==> src/hw/rtl/sslew_pkg.sv <==
// ----------------------------------------------------------------------------
// sslew_pkg
// Shared types, codes and constants of the servo slew channel controller.
// ----------------------------------------------------------------------------
package sslew_pkg;

    localparam int SERVO_COUNT_DEF = 16;
    localparam logic [11:0] MAX_TICKS = 12'd4095;

    typedef enum logic [2:0] {
        OP_SET     = 3'd0,
        OP_ENABLE  = 3'd1,
        OP_DISABLE = 3'd2,
        OP_DIS_ALL = 3'd3,
        OP_CAL     = 3'd4,
        OP_QUERY   = 3'd5,
        OP_TICK    = 3'd6,
        OP_NONE    = 3'd7
    } opcode_t;

    typedef enum logic [1:0] {
        KIND_WRITE  = 2'd0,
        KIND_ACK    = 2'd1,
        KIND_STATUS = 2'd2,
        KIND_RSVD   = 2'd3
    } kind_t;

    localparam logic [2:0] CFG_SMOOTH = 3'd0;
    localparam logic [2:0] CFG_STEP   = 3'd1;
    localparam logic [2:0] CFG_CENTER = 3'd2;
    localparam logic [2:0] CFG_MIN    = 3'd3;
    localparam logic [2:0] CFG_MAX    = 3'd4;

    typedef struct packed {
        logic [2:0]  opcode;
        logic [7:0]  servo_index;
        logic [15:0] pulse_width;
        logic [15:0] limit_low;
        logic [15:0] limit_high;
        logic [15:0] center_width;
    } cmd_t;

    typedef struct packed {
        logic [1:0]  kind;
        logic [3:0]  channel;
        logic [11:0] off_ticks;
        logic        full_on;
        logic        full_off;
        logic [15:0] current_width;
        logic [15:0] target_width;
        logic        is_enabled;
        logic        is_moving;
        logic        ok;
        logic        last;
    } result_t;

endpackage

==> src/hw/rtl/sslew_tick_conv.sv <==
// ----------------------------------------------------------------------------
// sslew_tick_conv
// Convert a pulse width to a channel write: ticks = p*128/625; full_on from 4095 up, full_off at 0.
// ----------------------------------------------------------------------------
module sslew_tick_conv
(
    input  logic [15:0] width,
    output logic [11:0] off_ticks,
    output logic        full_on,
    output logic        full_off
);
    // p*128/625 = (p*128*R) >> 40 with R = ceil(2^40/625); exact for p < 2^16
    localparam logic [30:0] RECIP = 31'd1759218605;
    logic [22:0] scaled;
    logic [53:0] prod;
    logic [13:0] t;

    always_comb
    begin
        scaled   = {width, 7'd0};
        prod     = 54'(scaled) * 54'(RECIP);
        t        = prod[53:40];
        full_off = (t == 14'd0);
        full_on  = (t >= 14'(sslew_pkg::MAX_TICKS));
        off_ticks = (full_off || full_on) ? 12'd0 : t[11:0];
    end
endmodule

==> src/hw/rtl/servo_slew_channel_controller_core.sv <==
// ----------------------------------------------------------------------------
// servo_slew_channel_controller_core
// Multi-servo slew-rate limiter with per-servo state held in one memory.
// ----------------------------------------------------------------------------
// Channel | Signals                         | Handshake
// cmd     | start, busy, cmd                | accepted when start && !busy
// result  | res_valid, res                  | one cycle strobe, no stall
// config  | cfg_valid, cfg_ready, cfg_index,| written when valid && ready
//         | cfg_data                        |
//
// A single-servo command holds busy through the read, modify and write, and
// report states; a rejected servo index goes straight to report. A tick or
// disable all walks every servo, a read and a modify and write state per
// entry as the state memory has a single port, then reports. Opcode 7 and a
// tick in direct mode are taken without going busy. After reset and after
// each write of a reset register a clearing pass, a read and a write state
// per servo, reloads the memory; busy is high during it. Config is taken
// only in idle with start low. Results cannot be stalled by the receiver.
// ----------------------------------------------------------------------------
module servo_slew_channel_controller_core
#(
    parameter int SERVO_COUNT = sslew_pkg::SERVO_COUNT_DEF
)
(
    input  logic               clk,
    input  logic               rst_n,
    input  logic               start,
    output logic               busy,
    input  sslew_pkg::cmd_t    cmd,
    output logic               res_valid,
    output sslew_pkg::result_t res,
    input  logic               cfg_valid,
    output logic               cfg_ready,
    input  logic [2:0]         cfg_index,
    input  logic [15:0]        cfg_data
);
    localparam int IW = (SERVO_COUNT > 1) ? $clog2(SERVO_COUNT) : 1;

    typedef struct packed {
        logic [15:0] cur;
        logic [15:0] tgt;
        logic [15:0] mn;
        logic [15:0] mx;
        logic        en;
        logic        mv;
    } entry_t;

    typedef enum logic [4:0] {
        ST_IDLE  = 5'b00001,
        ST_CLEAR = 5'b00010,
        ST_READ  = 5'b00100,
        ST_EXEC  = 5'b01000,
        ST_DONE  = 5'b10000
    } state_t;

    entry_t mem [SERVO_COUNT];
    entry_t rd_reg;

    state_t state_reg, state_next;
    logic [IW-1:0] idx_reg, idx_next;
    sslew_pkg::cmd_t cmd_reg;
    logic [3:0] clr_mask_reg, clr_mask_next;   // full, center, min, max reload

    logic        smooth_reg;
    logic [15:0] step_reg, center_reg, min_reg, max_reg;

    logic        we;
    entry_t      wdata;
    logic [IW-1:0] raddr;

    // conversion
    logic [15:0] cv_width;
    logic [11:0] cv_ticks;
    logic        cv_on, cv_off;

    sslew_tick_conv u_conv
    (
        .width     (cv_width),
        .off_ticks (cv_ticks),
        .full_on   (cv_on),
        .full_off  (cv_off)
    );

    logic        walk;
    logic        bad_idx;
    logic        last_idx;
    entry_t      upd;
    logic        emit;
    logic        emit_write;
    sslew_pkg::kind_t emit_kind;
    logic [16:0] diff_pos, diff_neg;
    logic [15:0] clamp;
    sslew_pkg::result_t res_next;

    // One result is held back so the final one of a request can carry last
    logic               pend_reg;
    sslew_pkg::result_t pend_res_reg;
    logic               out_fire;
    sslew_pkg::result_t out_res;

    assign cfg_ready = (state_reg == ST_IDLE) && !start;
    assign busy      = (state_reg != ST_IDLE);
    assign walk      = (cmd_reg.opcode == sslew_pkg::OP_TICK) ||
                       (cmd_reg.opcode == sslew_pkg::OP_DIS_ALL);
    assign bad_idx   = (cmd_reg.servo_index >= 8'(SERVO_COUNT));
    assign last_idx  = (idx_reg == IW'(SERVO_COUNT - 1));
    assign raddr     = idx_reg;

    // Hold configuration registers
    always_ff @(posedge clk or negedge rst_n)
    begin
        if (!rst_n)
        begin
            smooth_reg <= 1'b1;
            step_reg   <= 16'd10;
            center_reg <= 16'd1500;
            min_reg    <= 16'd1000;
            max_reg    <= 16'd2000;
        end
        else if (cfg_valid && cfg_ready)
        begin
            case (cfg_index)
                sslew_pkg::CFG_SMOOTH: smooth_reg <= cfg_data[0];
                sslew_pkg::CFG_STEP:   step_reg   <= cfg_data;
                sslew_pkg::CFG_CENTER: center_reg <= cfg_data;
                sslew_pkg::CFG_MIN:    min_reg    <= cfg_data;
                sslew_pkg::CFG_MAX:    max_reg    <= cfg_data;
                default: ;
            endcase
        end
    end

    // State memory: one port, registered read
    always_ff @(posedge clk)
    begin
        if (we)
            mem[idx_reg] <= wdata;
        rd_reg <= mem[raddr];
    end

    // Modify the entry just read
    always_comb
    begin
        upd        = rd_reg;
        emit       = 1'b0;
        emit_write = 1'b0;
        emit_kind  = sslew_pkg::KIND_ACK;
        cv_width   = 16'd0;
        diff_pos   = {1'b0, rd_reg.tgt} - {1'b0, rd_reg.cur};
        diff_neg   = {1'b0, rd_reg.cur} - {1'b0, rd_reg.tgt};
        clamp      = cmd_reg.pulse_width;
        if (rd_reg.mx < clamp)
            clamp = rd_reg.mx;
        if (rd_reg.mn > clamp)
            clamp = rd_reg.mn;
        case (cmd_reg.opcode)
            sslew_pkg::OP_DIS_ALL:
            begin
                upd.en = 1'b0; upd.mv = 1'b0;
                emit = 1'b1; emit_write = 1'b1;
            end
            sslew_pkg::OP_TICK:
            begin
                if (smooth_reg && rd_reg.en && rd_reg.mv)
                begin
                    emit = 1'b1; emit_write = 1'b1;
                    if (rd_reg.tgt >= rd_reg.cur && diff_pos <= {1'b0, step_reg})
                    begin
                        upd.cur = rd_reg.tgt; upd.mv = 1'b0;
                    end
                    else if (rd_reg.tgt < rd_reg.cur && diff_neg <= {1'b0, step_reg})
                    begin
                        upd.cur = rd_reg.tgt; upd.mv = 1'b0;
                    end
                    else if (rd_reg.tgt > rd_reg.cur)
                        upd.cur = rd_reg.cur + step_reg;
                    else
                        upd.cur = rd_reg.cur - step_reg;
                    cv_width = upd.cur;
                end
            end
            sslew_pkg::OP_SET:
            begin
                emit = 1'b1;
                upd.tgt = clamp; upd.en = 1'b1;
                if (!smooth_reg)
                begin
                    upd.cur = clamp; upd.mv = 1'b0;
                    emit_write = 1'b1; cv_width = clamp;
                end
                else
                    upd.mv = (rd_reg.cur != clamp);
            end
            sslew_pkg::OP_ENABLE:
            begin
                upd.en = 1'b1; emit = 1'b1; emit_write = 1'b1;
                cv_width = rd_reg.cur;
            end
            sslew_pkg::OP_DISABLE:
            begin
                upd.en = 1'b0; upd.mv = 1'b0; emit = 1'b1; emit_write = 1'b1;
            end
            sslew_pkg::OP_CAL:
            begin
                upd.mn = cmd_reg.limit_low; upd.mx = cmd_reg.limit_high;
                upd.cur = cmd_reg.center_width; upd.tgt = cmd_reg.center_width;
                emit = 1'b1;
            end
            sslew_pkg::OP_QUERY:
            begin
                emit = 1'b1; emit_kind = sslew_pkg::KIND_STATUS;
            end
            default: ;
        endcase
    end

    // Sequence the commands and the clearing pass
    always_comb
    begin
        state_next    = state_reg;
        idx_next      = idx_reg;
        clr_mask_next = clr_mask_reg;
        we            = 1'b0;
        wdata         = upd;
        res_next               = '0;
        res_next.kind          = emit_write ? sslew_pkg::KIND_WRITE : emit_kind;
        res_next.channel       = 4'(idx_reg);
        res_next.full_on       = emit_write && cv_on;
        res_next.full_off      = emit_write && cv_off;
        res_next.off_ticks     = emit_write ? cv_ticks : 12'd0;
        res_next.current_width = upd.cur;
        res_next.target_width  = upd.tgt;
        res_next.is_enabled    = upd.en;
        res_next.is_moving     = upd.mv;
        res_next.ok            = 1'b1;
        case (state_reg)
            ST_IDLE:
            begin
                if (cfg_valid && cfg_ready &&
                    (cfg_index == sslew_pkg::CFG_CENTER ||
                     cfg_index == sslew_pkg::CFG_MIN ||
                     cfg_index == sslew_pkg::CFG_MAX))
                begin
                    clr_mask_next = {1'b0, cfg_index == sslew_pkg::CFG_CENTER,
                                     cfg_index == sslew_pkg::CFG_MIN,
                                     cfg_index == sslew_pkg::CFG_MAX};
                    idx_next   = '0;
                    state_next = ST_READ;
                end
                else if (start)
                begin
                    if (cmd.opcode == sslew_pkg::OP_NONE ||
                        (cmd.opcode == sslew_pkg::OP_TICK && !smooth_reg))
                        state_next = ST_IDLE;
                    else if (cmd.opcode == sslew_pkg::OP_TICK ||
                             cmd.opcode == sslew_pkg::OP_DIS_ALL)
                    begin
                        idx_next = '0; state_next = ST_READ;
                    end
                    else if (cmd.servo_index >= 8'(SERVO_COUNT))
                        state_next = ST_DONE;
                    else
                    begin
                        idx_next = IW'(cmd.servo_index); state_next = ST_READ;
                    end
                end
            end
            ST_CLEAR:
            begin
                we = 1'b1;
                wdata = rd_reg;
                if (clr_mask_reg[3])
                begin
                    wdata = '0;
                    wdata.cur = center_reg; wdata.tgt = center_reg;
                    wdata.mn = min_reg; wdata.mx = max_reg;
                end
                if (clr_mask_reg[2])
                begin
                    wdata.cur = center_reg; wdata.tgt = center_reg;
                end
                if (clr_mask_reg[1])
                    wdata.mn = min_reg;
                if (clr_mask_reg[0])
                    wdata.mx = max_reg;
                if (last_idx)
                    state_next = ST_IDLE;
                else
                begin
                    idx_next = idx_reg + 1'b1; state_next = ST_READ;
                end
            end
            ST_READ:
                state_next = (clr_mask_reg != 4'd0) ? ST_CLEAR : ST_EXEC;
            ST_EXEC:
            begin
                we = 1'b1;
                if (!walk || last_idx)
                    state_next = ST_DONE;
                else
                begin
                    idx_next = idx_reg + 1'b1; state_next = ST_READ;
                end
            end
            ST_DONE:
                state_next = ST_IDLE;
            default: state_next = ST_IDLE;
        endcase
    end

    // Release the held result when a newer one arrives; in the report state
    // release it marked last, or answer a rejected servo index.
    always_comb
    begin
        out_fire = 1'b0;
        out_res  = pend_res_reg;
        case (state_reg)
            ST_EXEC:
                out_fire = emit && pend_reg;
            ST_DONE:
            begin
                if (!walk && bad_idx)
                begin
                    out_res         = '0;
                    out_res.kind    = sslew_pkg::KIND_ACK;
                    out_res.channel = cmd_reg.servo_index[3:0];
                    out_res.last    = 1'b1;
                    out_fire        = 1'b1;
                end
                else
                begin
                    out_res.last = 1'b1;
                    out_fire     = pend_reg;
                end
            end
            default: ;
        endcase
    end

    always_ff @(posedge clk or negedge rst_n)
    begin
        if (!rst_n)
        begin
            state_reg    <= ST_READ;
            idx_reg      <= '0;
            clr_mask_reg <= 4'b1000;
            pend_reg     <= 1'b0;
            res_valid    <= 1'b0;
        end
        else
        begin
            state_reg <= state_next;
            idx_reg   <= idx_next;
            if (state_reg == ST_CLEAR && last_idx)
                clr_mask_reg <= 4'd0;
            else
                clr_mask_reg <= clr_mask_next;
            res_valid <= out_fire;
            if (state_reg == ST_EXEC && emit)
                pend_reg <= 1'b1;
            else if (state_reg == ST_DONE)
                pend_reg <= 1'b0;
        end
    end

    always_ff @(posedge clk)
    begin
        if (state_reg == ST_IDLE && start)
            cmd_reg <= cmd;
        if (state_reg == ST_EXEC && emit)
            pend_res_reg <= res_next;
        if (out_fire)
            res <= out_res;
    end

    // Assertions
    a_cfg_idle: assert property (@(posedge clk) disable iff (!rst_n)
        cfg_ready |-> !busy)
        else $error("config accepted while busy");
    a_res_in_work: assert property (@(posedge clk) disable iff (!rst_n)
        res_valid |-> $past(state_reg == ST_EXEC || state_reg == ST_DONE))
        else $error("result outside exec");
    a_clear_no_res: assert property (@(posedge clk) disable iff (!rst_n)
        (state_reg == ST_CLEAR) |=> !res_valid)
        else $error("result during clearing pass");

endmodule
==> config.mk <==
export PLATFORM = sky130hd
export DESIGN_NAME = servo_slew_channel_controller_core
export DESIGN_NICKNAME = d
export VERILOG_FILES = /design/src/hw/rtl/sslew_pkg.sv /design/src/hw/rtl/sslew_tick_conv.sv /design/src/hw/rtl/servo_slew_channel_controller_core.sv
export SDC_FILE = /design/constraint.sdc
export NUM_CORES = 2
export LEC_CHECK = 0
export BUFFER_PORTS_ARGS = -buffer_cell sky130_fd_sc_hd__clkbuf_2
export CORE_ASPECT_RATIO = 0.7
export CORE_MARGIN = 3
export CORE_UTILIZATION = 50
export DETAILED_ROUTE_END_ITERATION = 8
export PLACE_DENSITY_LB_ADDON = 0.12
export SLEW_MARGIN = 20
export SYNTH_ARGS = -nofsm -noshare
export SYNTH_HDL_FRONTEND = slang
export SYNTH_SLANG_ARGS = --single-unit
==> constraint.sdc <==
create_clock -name clk -period 13.1 [get_ports clk]
set_clock_uncertainty 0.1 [all_clocks]
set_input_delay 3.275 -clock clk [delete_from_list [all_inputs] [get_ports clk]]
set_output_delay 3.275 -clock clk [all_outputs]
set_load 0.02 [all_outputs]
==> impl_metrics.toml <==
[route]
routedWlPerCell_um = 31.1
drc = 0
wl_met1_mm = 88.4
wirelength_mm = 195
drt_iter0_drc = 5255
vias_per_cell = 6.16
dr_wl_met2_mm = 82.2
highest_layer = "met4"
met3_length_mm = 19.4
antenna_left = 0
vias = 38500
drt_pass1_iterations = 6

[yosys]
synth_warnings = 0
netlist-cell-type-count = 92
synth_edf_count = 1241
ys.flop_type = "edfxtp_1"
syn_inst = 4127
synthArstFlopShare_pct = 5.77
synth.net_count = 4699
avgSynthCellArea_um2 = 16.0
yosysSeqAreaShare_pct = 61.6
netlist_area_um2 = 65900
synth-seq-cells = 1387

[sta]
slew_headroom_pct = 22.6
timing.fmax_mhz = 80.2
setup_viol = 0
finalMaxSlewViolations = 0
period_share_pct = 95.2
finalCriticalPeriod_ns = 12.46
setup_tns_ns = 0
rsz0062_at_grt = "false"
hold_violations = 0
setup_slack_ns = 0.635
worst_pin_slew_ns = 1.15

[floorplan]
die_height_um = 310
initial_core_util_pct = 50.8
num_io_pins = 157
core_um2 = 130000
design.die.area_um2 = 136000
row_count = 110
die_x_um = 440

[setup_path]
crit_path_start_kind = "register"
slowest_delay_ns = 0.58
cp-end-kind = "register"
crit_arrival_ns = 12.83
crit_required_ns = 13.47
path_common_cell = "inv_1"
criticalPathCategory = "reg2reg"
r2r_slack_ns = 0.64
worst-path-max-fanout = 13
slowest_stage = "nor4_1"

[layout]
stdcell_count = 6256
final_cell_mix = "edfxtp_1 (1241), inv_1 (416), mux4_2 (330), ha_1 (281), fa_1 (189)"
syn_to_final_growth_pct = 12.2
drive_gt1_share_pct = 21.9
largest_register_ffs = 1056
fin_nets = 4978
utilization_pct = 57.0
layout_commonest_cell = "edfxtp_1"

[cts]
clock-sinks = 1387
clk-insertion-delay-late_ns = 0.78
cts_buffer_depth = 3
cts-htree-levels = 4
numCtsBuffers = 133
cts_tree = "yes"
clk_pin_slew_ns = 0.06
clockRootBuffer = "clkbuf_16"

[global_route]
grt_pass1_wl_mm = 280
antenna_found_initial = 8
grt_overflow = 0
track_usage_pct = 29.0
grt_pass1_vias = 37800
grt_max_degree = 58

[hold_path]
holdCritPathClass = "reg2reg"

[placement]
place.gp.congestion = 1.04
pre_cts_ws_ns = 0.0843
dp_hpwl_mm = 131
io_buffers = 156
dp.cells = 5997

[status]
status = "finished clean"

[run]
drv_cap = 0
## layer usage
metal / vias to the layer above / GRT usage, %
li1: 16300 / -
met1: 20200 / 45.7
met2: 1857 / 40.5
met3: 229 / 7.14
met4: 0 / 7.53
met5: - / 0
## critical path: cells and delay by family (launching register included)
kind	cells	cell delay, ns
flip-flops	1	0.44
adder cells (fa/ha/maj)	9	4.02
buffers and inverters	11	1.61
AO/OA/AOI/OAI	17	3.36
XOR/XNOR	1	0.14
multiplexers	1	0.26
AND/OR/NAND/NOR	12	2.21
## final cells by class
type	count	area [um^2]
clock buffer	179	3660
fill	10200	55800
clock inverter	66	689
inverter	418	1570
sequential	1387	40600
antenna	4	10.0
timing repair buffer	297	1860
tap	1736	2170
multi-input combinational	2169	23400
## what timing repair did
item                       CTS  global route
buffers inserted             0             8
hold buffers                 0             0
setup endpoints to repair    0            14
gates resized for setup      0            20
## cells by family (layout without fill, tap and decap cells)
family / count (synthesis) / after routing / synth area share (%)
AND/OR/NAND/NOR: 639 / 640 / 4.88
multiplexers: 403 / 403 / 12.5
XOR/XNOR: 79 / 79 / 1.07
adder cells (fa/ha/maj): 474 / 474 / 11.1
other: 0 / 4 / 0
buffers and inverters: 572 / 960 / 3.31
AO/OA/AOI/OAI: 573 / 573 / 5.51
flip-flops: 1387 / 1387 / 61.6
## metrics by stage
step                hold slack (ns)  cell area (um^2)
finish                        0.405             74000
global route                  0.413             73900
CTS                           0.408             73800
detailed placement            0.393             69500
global placement              0.385             69400
floorplan                     0.357             65900
## Yosys cell counts, drive strengths merged (24+ instances only)
| master | number | area (um^2) |
|---|---|---|
| a21o | 44 | 330 |
| a21oi | 162 | 815 |
| and2 | 62 | 388 |
| and3 | 24 | 150 |
| buf | 43 | 191 |
| clkbuf | 111 | 417 |
| dfrtp | 56 | 1400 |
| dfstp | 24 | 631 |
| dfxtp | 66 | 1320 |
| edfxtp | 1241 | 37300 |
| fa | 189 | 3780 |
| ha | 285 | 3570 |
| inv | 418 | 1570 |
| mux2 | 57 | 642 |
| mux4 | 330 | 7430 |
| nand2 | 158 | 593 |
| nand3 | 35 | 180 |
| nand4 | 35 | 219 |
| nor2 | 180 | 676 |
| nor2b | 26 | 163 |
| nor3 | 37 | 185 |
| o21ai | 142 | 711 |
| o22ai | 46 | 288 |
| xnor2 | 57 | 499 |
## path summary, 6_finish.rpt
path | from | end | depth (start not counted)
max | rd_reg[36]$_DFF_P_ | pend_res_reg[40]$_SDFFCE_PP0P_ | 51
min | center_reg[0]$_DFFE_PN0P_ | center_reg[0]$_DFFE_PN0P_ | 1
max reg2reg | rd_reg[36]$_DFF_P_ | pend_res_reg[40]$_SDFFCE_PP0P_ | 51
min reg2reg | center_reg[0]$_DFFE_PN0P_ | center_reg[0]$_DFFE_PN0P_ | 1
max in group asynchronous | rst_n | res_valid$_DFF_PN0_ | 2
min in group asynchronous | rst_n | min_reg[4]$_DFFE_PN0P_ | 1
Power is not shown: default switching activity piles up to over one toggle a cycle in this logic, so the estimate is an artifact.
